**src/hw/rtl/aidr_pkg.sv**
```systemverilog
// Shared types and constants for the alias / node-id registry table.
// Holds the entry record, per-cell control struct, operation and state codes.
// No dependencies; every other file of the block imports this package.
package aidr_pkg;

  localparam int ALIAS_W     = 16;
  localparam int NODE_W      = 64;
  localparam int STATUS_W    = 4;
  localparam int KIND_W      = 3;
  localparam int COUNT_OUT_W = 5;
  localparam int CFG_IDX_W   = 2;
  localparam int CFG_DATA_W  = 64;
  localparam int IN_TDATA_W  = 88;
  localparam int OUT_TDATA_W = 96;

  localparam logic [STATUS_W-1:0] STATUS_CODE_RST  = 4'h0;
  localparam logic [NODE_W-1:0]   PREFIX_MASK_RST  = 64'hFFFF_FF00_0000_0000;
  localparam logic [NODE_W-1:0]   PREFIX_VALUE_RST = 64'h0201_1200_0000_0000;

  typedef enum logic [KIND_W-1:0] {
    KIND_ADD        = 3'd0,
    KIND_LOOKUP_AL  = 3'd1,
    KIND_LOOKUP_ND  = 3'd2,
    KIND_REMOVE     = 3'd3,
    KIND_SET_STATUS = 3'd4,
    KIND_SET_NODE   = 3'd5
  } kind_t;

  typedef enum logic [CFG_IDX_W-1:0] {
    CFG_STATUS_CODE  = 2'd0,
    CFG_PREFIX_MASK  = 2'd1,
    CFG_PREFIX_VALUE = 2'd2
  } cfg_idx_t;

  typedef enum logic [1:0] {
    ST_IDLE,
    ST_CMP,
    ST_UPD,
    ST_FIN
  } state_t;

  typedef struct packed {
    logic [ALIAS_W-1:0]  alias_id;
    logic [NODE_W-1:0]   node_id;
    logic [STATUS_W-1:0] status;
  } entry_t;

  typedef struct packed {
    logic sample;      // capture key match flags
    logic load;        // write a whole new entry
    logic shift;       // take the upper neighbor's entry
    logic set_status;  // overwrite the status only
    logic set_node;    // overwrite the node id only
  } cell_ctrl_t;

endpackage

```
**src/hw/rtl/aidr_cell.sv**
```systemverilog
// One slot of the registry chain: stores an entry, matches it against the keys
// and the registered-prefix rule, and can take its upper neighbor's entry.
// Depends on aidr_pkg.
module aidr_cell
  import aidr_pkg::*;
(
  input  logic                clk,
  input  cell_ctrl_t          ctrl,
  input  logic                valid_in,
  input  entry_t              wr_entry,
  input  entry_t              upper_entry,
  input  logic [ALIAS_W-1:0]  key_alias,
  input  logic [NODE_W-1:0]   key_node,
  input  logic [STATUS_W-1:0] reg_status,
  input  logic [NODE_W-1:0]   reg_mask,
  input  logic [NODE_W-1:0]   reg_value,
  output entry_t              entry,
  output logic                alias_hit,
  output logic                node_hit,
  output logic                prefix_hit
);

  entry_t entry_r;
  logic   alias_hit_r;
  logic   node_hit_r;

  always_ff @(posedge clk) begin
    if (ctrl.sample) begin
      alias_hit_r <= valid_in && (entry_r.alias_id == key_alias);
      node_hit_r  <= valid_in && (entry_r.node_id == key_node);
    end
    if (ctrl.load) begin
      entry_r <= wr_entry;
    end else if (ctrl.shift) begin
      entry_r <= upper_entry;
    end else begin
      if (ctrl.set_status) begin
        entry_r.status <= wr_entry.status;
      end
      if (ctrl.set_node) begin
        entry_r.node_id <= wr_entry.node_id;
      end
    end
  end

  assign entry      = entry_r;
  assign alias_hit  = alias_hit_r;
  assign node_hit   = node_hit_r;
  assign prefix_hit = valid_in && (entry_r.status == reg_status) &&
                      ((entry_r.node_id & reg_mask) == reg_value);

endmodule

```
**config.mk**
```make
export PLATFORM = sky130hd
export DESIGN_NAME = aidr_cell
export DESIGN_NICKNAME = d
export VERILOG_FILES = /design/src/hw/rtl/aidr_pkg.sv /design/src/hw/rtl/aidr_cell.sv
export SDC_FILE = /design/constraint.sdc
export NUM_CORES = 1
export LEC_CHECK = 0
export BUFFER_PORTS_ARGS = -buffer_cell sky130_fd_sc_hd__buf_2
export CAP_MARGIN = 30
export CORE_AREA = 4 4 185 187
export CTS_BUF_LIST = sky130_fd_sc_hd__clkbuf_16
export CTS_CLUSTER_DIAMETER = 60
export DETAILED_ROUTE_END_ITERATION = 16
export DIE_AREA = 0 0 189 191
export HOLD_SLACK_MARGIN = 0.15
export PLACE_DENSITY_LB_ADDON = 0.05
export SETUP_SLACK_MARGIN = 0.4
export SYNTH_ARGS = -nofsm -noshare
export SYNTH_HDL_FRONTEND = slang
export SYNTH_SLANG_ARGS = --single-unit
```
**constraint.sdc**
```tcl
create_clock -name clk -period 6 [get_ports clk]
set_input_delay 0.6 -clock clk [delete_from_list [all_inputs] [get_ports clk]]
set_output_delay 0.6 -clock clk [all_outputs]
set_load 0.02 [all_outputs]
```
### Word-level counts from Yosys, hierarchy flattened

Cells that the tools add are included.

| word-level totals | value |
|---|---|
| register bits | 86 |
| bits of input ports | 387 |
| output and inout port bits | 87 |
| word-level logic and storage cells | 22 |

| cells by class | value |
|---|---|
| equality and inequality tests | 4 |
| muxes and demuxes | 5 |
| bitwise gates (word level) | 1 |
| reduce and logical (&&, ||, !) cells | 7 |

Operators with widths:

| operator | number |
|---|---|
| == test 64 bit | 2 |
| 2-to-1 mux 84 bit | 1 |
| 2-to-1 mux 68 bit | 1 |
| bitwise AND 64 bit | 1 |
| 2-to-1 mux 64 bit | 1 |
| == test 16 bit | 1 |
| 2-to-1 mux 16 bit | 1 |
| nonzero test 3 bit | 2 |
| == test 4 bit | 1 |
| logical AND 1 bit | 4 |
| 2-to-1 mux 4 bit | 1 |
| nonzero test 2 bit | 1 |

### Depth between registers and ports, before layout

Gate-level depths: netlist (run 1).

| depth | value |
|---|---|
| word-level depth | 3 |
| depth in mapped cells | 5 |
| depth with buffers taken out | 5 |

### Worst setup path after synthesis (run 1)

No wires, ideal clock.

| timing path | value |
|---|---|
| path type | input to register |
| start | input port ctrl[3] (netlist bit) |
| end | register entry_r (netlist bit entry[10]) (enable) |
| library setup time | 0.425 ns |
| arrival | 2.376 ns |
| data required time | 5.575 ns |
| setup slack | 3.200 ns |
| cell stages on the path | 2 |
| path buffers | 1 |
| cell sequence | clkbuf_1 or3_1 |

| on the way | value |
|---|---|
| cells in the longest elaborated chain, start to end | 1 |

RTL lines:

| what | line | text |
|---|---|---|
| start, declared | aidr_cell.sv:8 | `input cell_ctrl_t ctrl,` |
| nonzero test 3 bit (no source line) | n/a |  |
| end signal, assigned | aidr_cell.sv:33 | `entry_r <= wr_entry;` |
| end signal, assigned | aidr_cell.sv:35 | `entry_r <= upper_entry;` |
| end, declared | aidr_cell.sv:23 | `entry_t entry_r;` |

Every way passes these cells.
A chain may end at the register's enable or synchronous reset.

### Worst setup path after layout (run 1)

| timing path | value |
|---|---|
| start | register entry_r (netlist bit entry[59]) |
| end | output port prefix_hit |

| on the way | value |
|---|---|
| cells in the longest elaborated chain, start to end | 3 |

RTL lines:

| what | line | text |
|---|---|---|
| bitwise AND 64 bit | aidr_cell.sv:50 | `((entry_r.node_id & reg_mask) == reg_value);` |
| == test 64 bit | aidr_cell.sv:50 |  |
| logical AND 1 bit | aidr_cell.sv:49 | `assign prefix_hit = valid_in && (entry_r.status == reg_status) &&` |
| end, declared | aidr_cell.sv:20 | `output logic prefix_hit` |

Every way passes these cells.

==> results of run 1 <==
==> worst max-delay path: stages (launching register included) <==
cell	delay, ns
edfxtp_1	0.48
a21o_1	0.22
a211oi_1	0.38
nand4_1	0.31
nor4_1	0.33
and4_1	0.20
buf_2	0.19
==> cell families after synthesis <==
logic type	after synthesis	synth area share
AND/OR/NAND/NOR	120	0.1141
XOR/XNOR	101	0.1591
flip-flops	86	0.4644
multiplexers	84	0.1701
AO/OA/AOI/OAI	56	0.07156
buffers and inverters	28	0.02070
==> sequential cells by signal, indices dropped and copies added (netlist names) <==
register / flops
entry: 84
node_hit: 1
alias_hit: 1
==> worst max-delay path by stage <==
stage / startpoint / endpoint / slack (ns) / depth (start not counted)
floorplan: ctrl[3] / entry[10]$_DFFE_PP_ / 3.20 / 2
global placement: ctrl[3] / entry[31]$_DFFE_PP_ / 2.98 / 4
detailed placement: ctrl[3] / entry[47]$_DFFE_PP_ / 2.95 / 4
CTS: entry[59]$_DFFE_PP_ / prefix_hit / 2.84 / 6
global route: entry[59]$_DFFE_PP_ / prefix_hit / 2.74 / 6
finish: entry[59]$_DFFE_PP_ / prefix_hit / 2.96 / 6
==> metal layers <==
metal,part of all wire,vias up,GRT usage
li1,-,2743,-
met1,0.38,2579,0.1848
met2,0.52,278,0.3043
met3,0.084,28,0.05734
met4,0.016,10,0.03924
met5,0.0017,-,0
==> cells in the mapped netlist, types with 3 or more instances <==
cell type  instances  area (um2)
xor2_1            63       551.8
and3_1             9       56.30
o21ai_0            3       15.01
o2bb2ai_1          5       43.79
a21o_1             4       30.03
and3b_1            4       35.03
nand3_1            5       25.02
inv_1             18       67.56
a21boi_0           4       30.03
edfxtp_1          86        2582
nand4_1           22       137.6
nor4_1            17       106.4
nand2_1           52       195.2
a211oi_1           4       30.03
a22oi_1            7       52.55
xnor2_1           38       332.8
o22a_1             4       35.03
a21oi_1            9       45.04
mux2_2            84       945.9
buf_2              8       40.04
a2bb2oi_1          3       26.28
o22ai_1            9       56.30
==> report_power, final <==
group	switching (mW)	internal, mW	total [mW]
clock	0.291	0.333	0.624
sequential	0.0754	0.738	0.813
combinational	0.286	0.254	0.540
total	0.653	1.32	1.98
==> stage by stage <==
stage / worst slack (ns) / std cells
5_1_grt: 2.745 / 1400
4_1_cts: 2.844 / 1399
3_5_place_dp: 2.949 / 1383
3_3_place_gp: 2.981 / 1382
6_report: 2.961 / 1402
2_1_floorplan: 3.200 / 475
==> layout make-up <==
cell class              instances  share of cell area
multi-input cells             361              0.3266
clock buffers                   9             0.02558
inverters                      18            0.007674
clock inverters                 7            0.009521
diodes                          3           0.0008526
flip-flops and latches         86              0.2933
well taps                     442             0.06281
repair buffers                476              0.2737
==> flow_summary_export.csv, run 1 <==
group,metric,value,unit
final_layout,multi_input_area,0.002875,mm2
cts,post_cts_buffers,0,
floorplanning,start_util,0.1713,
critical_path,startpoint_type,"register",
final_layout,fillers,3615,
floorplanning,chipWidth,189,um
cts,cts_sinks,86,
grt,antenna_found_initial,8,
sta,period_share,0.5065,
critical_path,path_class,"register to output port",
cts,cts_buffer_depth,2,
floorplanning,rows,66,
cts,numCtsBuffers,9,
sta,setup_viol,0,
routing,drc,0,
pwr,cellPowerDensity,224.5,mW/mm2
final_layout,final_nets,1339,
routing,post_drt_wl_per_cell,22.47,um
job,max-cap-violations,0,
final_layout,seq_area,0.002582,mm2
logic_synthesis,ys.flop_type,"edfxtp_1",
placed_design,hpwlAfterDp,27420,um
sta,final-max-slew-violation-count,0,
sta,relSlewSlack,0.4252,
routing,num_vias,5638,
critical_path,cp_data_required_time,5.40,ns
pwr,vdd_drop_max,0.1902,mV
grt,grt_pass1_wl,42710,um
critical_path,crit_path_max_fanout,5,
logic_synthesis,yosys_warnings,0,
cts,cts_max_level,3,
sta,fin_skew,0.01359,ns
sta,tightest_slew,0.8603,ns
sta,fmax,329.1,MHz
status,outcome,"finished, final reports clean",
sta,finalSetupTns,0,ns
floorplanning,die-area,0.03610,mm2
critical_path,cp-end-kind,"output port",
final_layout,fin_util,0.2713,
grt,grt_pass1_vias,6190,
cts,cts_hold_buf,0,
critical_path,arrival,2.44,ns
logic_synthesis,seq_area_frac_synth,0.4644,
logic_synthesis,yosysUniqueCellTypes,34,
final_layout,area_growth,58.35,%
hold_path,hold_path.class,"input pin to register",
sta,period_needed,3.039,ns
cts,clock-root-buffer,"clkbuf_16",
routing,dr.pass1.iters,4,
placed_design,gp_congestion,0.7655,
floorplanning,die_y,191,um
cts,path_clk_slew,0.08,ns
grt,overflow,0,
logic_synthesis,syn_area_per_cell,11.71,um2
logic_synthesis,syn_inst,475,
critical_path,r2r_end,"node_hit$_DFFE_PP_",
hold_path,min-delay-start,"ctrl[4]",
routing,via_per_inst,4.021,
pwr,p_total,1.977,mW
sta,whs,0.4571,ns
hold_path,min_path_cells,1,
grt,grt_start_max_net_pins,45,
placed_design,place_area,0.008488,mm2
routing,ant_nets,0,
final_layout,final_cell_mix,"buf_2 (473), edfxtp_1 (86), mux2_2 (84)",
critical_path,reg2reg_slack,3.63,ns
logic_synthesis,syn_area,0.005560,mm2
logic_synthesis,async_flop_share,0,
logic_synthesis,synth_nets,862,
final_layout,final_area,0.008805,mm2
hold_path,min_delay_worst_endpoint,"node_hit$_DFFE_PP_",
routing,dr.first_iter.drc_count,166,
placed_design,portBuffers,473,
critical_path,ff2ff_path_depth,5,
cts,clkLatencyLatePin,0.35,ns
critical_path,r2r-start,"entry[18]$_DFFE_PP_",
grt,grtUsageTotal,0.1659,
pwr,p_leak,4.043,nW
sta,hold_viol_final,0,
logic_synthesis,ys_ff_latch,86,
floorplanning,pin_count,474,
floorplanning,coreArea,0.03245,mm2
sta,grt_setup_unrepaired,"no",
final_layout,final_common_cell,"buf_2",
cts,ctsResizeCount,0,
final_layout,drive_gt1_frac,0.6061,
routing,routed_wl,31500,um
logic_synthesis,synth_edf_count,86,
cts,cts_tree,"built",
No activity file was read; power rests on OpenSTA's default activity.
==> run 2: changes to the inputs <==
--- a/config.mk
+++ b/config.mk
@@ -5,13 +5,14 @@
 export SDC_FILE = /design/constraint.sdc
 export NUM_CORES = 1
 export LEC_CHECK = 0
+export ABC_AREA = 1
 export BUFFER_PORTS_ARGS = -buffer_cell sky130_fd_sc_hd__buf_2
 export CAP_MARGIN = 30
-export CORE_AREA = 4 4 185 187
+export CORE_AREA = 4 4 180 182
 export CTS_BUF_LIST = sky130_fd_sc_hd__clkbuf_16
 export CTS_CLUSTER_DIAMETER = 60
 export DETAILED_ROUTE_END_ITERATION = 16
-export DIE_AREA = 0 0 189 191
+export DIE_AREA = 0 0 184 186
 export HOLD_SLACK_MARGIN = 0.15
 export PLACE_DENSITY_LB_ADDON = 0.05
 export SETUP_SLACK_MARGIN = 0.4
==> constraint.sdc (replaced) <==
create_clock -name clk -period 2.7 [get_ports clk]
set_input_delay 0.27 -clock clk [delete_from_list [all_inputs] [get_ports clk]]
set_output_delay 0.27 -clock clk [all_outputs]
set_load 0.02 [all_outputs]
==> run 2 against run 1 <==
Compared with the run above:
- clock skew grew 0.0012 ns
- area after synthesis increased by 13%
- utilization rose by 4.1 points
- clock-buffer cell count stayed put
- largest power group unchanged
- critical path type unchanged
- cell count up 20%
- worst setup slack worse by 2.4 ns
- sequential cell count stayed put
- critical path depth up 5
==> flow_summary_export.csv, run 2 <==
group,metric,value,unit
critical_path,cp-end-kind,"output port",
sta,fmax,457.7,MHz
hold_path,min_path_cells,3,
logic_synthesis,yosys-mux-area-fraction,0.1341,
logic_synthesis,syn_inst,783,
grt,grt_pass1_wl,45110,um
cts,clkLatencyLatePin,0.36,ns
placed_design,hpwlAfterDp,29340,um
routing,num_vias,6892,
status,outcome,"finished, final reports clean",
placed_design,gp_congestion,0.7935,
logic_synthesis,synth-compound-area-share,0.04970,
final_layout,final_cell_mix,"buf_2 (472), nand2_1 (283), inv_1 (94)",
cts,path_clk_slew,0.09,ns
final_layout,drive_gt1_frac,0.4636,
sta,tightest_slew,0.5305,ns
logic_synthesis,synth_adder_area_share,0,
logic_synthesis,ys_ff_latch,86,
grt,overflow,0,
critical_path,path_class,"register to output port",
cts,cts_buffer_depth,2,
cts,clock-root-buffer,"clkbuf_16",
logic_synthesis,synth_nets,1170,
sta,fin_skew,0.01481,ns
critical_path,startpoint_type,"register",
hold_path,min_delay_worst_endpoint,"entry[78]$_DFFE_PP_",
final_layout,fin_util,0.3120,
routing,dr.pass1.iters,4,
logic_synthesis,async_flop_share,0,
logic_synthesis,syn_area_per_cell,8.006,um2
final_layout,final_area,0.009544,mm2
critical_path,reg2reg_slack,0.87,ns
logic_synthesis,syn_area,0.006269,mm2
floorplanning,chipWidth,184,um
sta,period_needed,2.185,ns
logic_synthesis,synthTopCellsByArea,"edfxtp_1 (41%), nand2_1 (17%), mux2_2 (8.6%), inv_1 (5.6%), mux2_4 (4.8%)",
hold_path,min-delay-start,"upper_entry[78]",
critical_path,r2r-start,"entry[52]$_DFFE_PP_",
logic_synthesis,synth_edf_count,86,
placed_design,portBuffers,473,
logic_synthesis,synth.most_common_cell,"nand2_1",
floorplanning,start_util,0.2049,
grt,antenna_found_initial,7,
logic_synthesis,synth_top_area_share,0.4120,
job,max-cap-violations,0,
critical_path,r2r_end,"node_hit$_DFFE_PP_",
final_layout,area_growth,52.26,%
grt,grt_start_max_net_pins,65,
pwr,p_total,4.475,mW
critical_path,cp_data_required_time,2.43,ns
critical_path,arrival,1.91,ns
final_layout,largest_register_ffs,84,
pwr,vdd_drop_max,0.3130,mV
sta,grt_setup_unrepaired,"yes",
pwr,cellPowerDensity,468.8,mW/mm2
logic_synthesis,synth_xor_area_frac,0.05170,
logic_synthesis,seq_area_frac_synth,0.4120,
floorplanning,coreArea,0.03059,mm2
sta,hold_viol_final,0,
sta,period_share,0.8092,
sta,setup_viol,0,
final_layout,final_common_cell,"buf_2",
grt,grt_pass1_vias,6986,
sta,relSlewSlack,0.6463,
routing,ant_nets,0,
logic_synthesis,synthSimpleGateAreaFrac,0.2804,
cts,cts_sinks,86,
logic_synthesis,yosysTopAreaCell,"edfxtp_1",
final_layout,final_nets,1659,
critical_path,ff2ff_path_depth,5,
cts,cts_max_level,3,
routing,drc,0,
logic_synthesis,yosys_warnings,0,
logic_synthesis,ys.flop_type,"edfxtp_1",
critical_path,crit_path_max_fanout,2,
routing,dr.first_iter.drc_count,215,
sta,finalSetupTns,0,ns
routing,via_per_inst,4.112,
pwr,p_leak,5.028,nW
cts,cts_tree,"built",
cts,numCtsBuffers,9,
grt,grtUsageTotal,0.1835,
routing,post_drt_wl_per_cell,19.93,um
floorplanning,die-area,0.03422,mm2
floorplanning,pin_count,474,
routing,routed_wl,33410,um
sta,whs,0.1703,ns
floorplanning,die_y,186,um
floorplanning,rows,64,
placed_design,place_area,0.009106,mm2
logic_synthesis,synth_top_family_by_area,"simple AND/OR/NAND/NOR gates",
sta,final-max-slew-violation-count,0,
logic_synthesis,yosysUniqueCellTypes,27,
logic_synthesis,synth_top_cells_by_count,"nand2_1 (287), inv_1 (94), edfxtp_1 (86)",
hold_path,hold_path.class,"input pin to register",
## run 2: cell types whose count changed after synthesis, moves of 11 or more
cell / previous run / this run
nor2_1: 0 / 75
mux2_2: 84 / 48
o21ai_0: 3 / 36
nand4_1: 22 / 8
nand3_1: 5 / 38
nand2_1: 52 / 287
inv_1: 18 / 94
xor2_1: 63 / 17
mux2_4: 0 / 20
nand3b_1: 0 / 11
nor4_1: 17 / 0
xnor2_1: 38 / 20
## run 2: per-layer routing
layer	share of wire	vias up	wire [um]	track usage
met2	0.52	296	17260	0.3362
met3	0.079	23	2639	0.05335
met4	0.012	6	386	0.04170
met5	0.0011	-	37	0
li1	-	3536	-	-
met1	0.39	3031	13080	0.2114
## run 2: cell families after synthesis
kind of cell	count (synthesis)
flops	86
simple gates	431
compound gates	56
mux	68
buf+inv	105
xor+xnor	37
## run 2: how the worst max path moves through the flow
| stage | start | end | cells after the start |
|---|---|---|---|
| after detailed placement | entry[40]$_DFFE_PP_ | prefix_hit | 8 |
| final | entry[58]$_DFFE_PP_ | prefix_hit | 11 |
| after global placement | entry[41]$_DFFE_PP_ | prefix_hit | 10 |
| after floorplan | ctrl[3] | entry[10]$_DFFE_PP_ | 3 |
| after CTS | entry[58]$_DFFE_PP_ | prefix_hit | 11 |
| after global routing | entry[12]$_DFFE_PP_ | prefix_hit | 10 |
## run 2: worst max-delay path, stage by stage, from the launching register on
cell and delay (ns):
edfxtp_1 0.49, nand2_4 0.11, nand2_2 0.08, nand2_1 0.04, inv_1 0.05, nand2_1 0.05, nor2_1 0.12, nand2_2 0.10
nor2_2 0.10, nand3_2 0.13, nor2_4 0.14, buf_6 0.13
## run 2: layout make-up
cell class / instances / area (um2)
diodes: 3 / 7.507
clock inverters: 7 / 73.82
inverters: 95 / 361.6
repair buffers: 488 / 2511
flip-flops and latches: 86 / 2582
well taps: 396 / 495.5
multi-input cells: 592 / 3287
fillers: 3432 / 21050
clock buffers: 9 / 225.2
## run 2: power breakdown
group	total (mW)	internal [mW]	leakage, nW	switching (mW)
Combinational	1.34	0.595	3.99	0.749
Clock	1.33	0.658	0.147	0.676
Sequential	1.80	1.64	0.893	0.158
## run 2: timing repair
| action | 4_1_cts | 5_1_grt |
|---|---|---|
| setup endpoints to repair | 1 | 1 |
| cloned | 0 | 0 |
| resized for setup | 13 | 3 |
| pin swaps | 2 | 2 |
| setup buffers | 3 | 7 |
| hold buffers | 0 | 0 |
## run 2: metrics by stage
step,setup slack (ns),cells
3_3_place_gp,0.4577,1647
2_1_floorplan,0.7201,783
6_report,0.5151,1676
3_5_place_dp,0.4974,1647
5_1_grt,0.3582,1676
4_1_cts,0.4089,1666
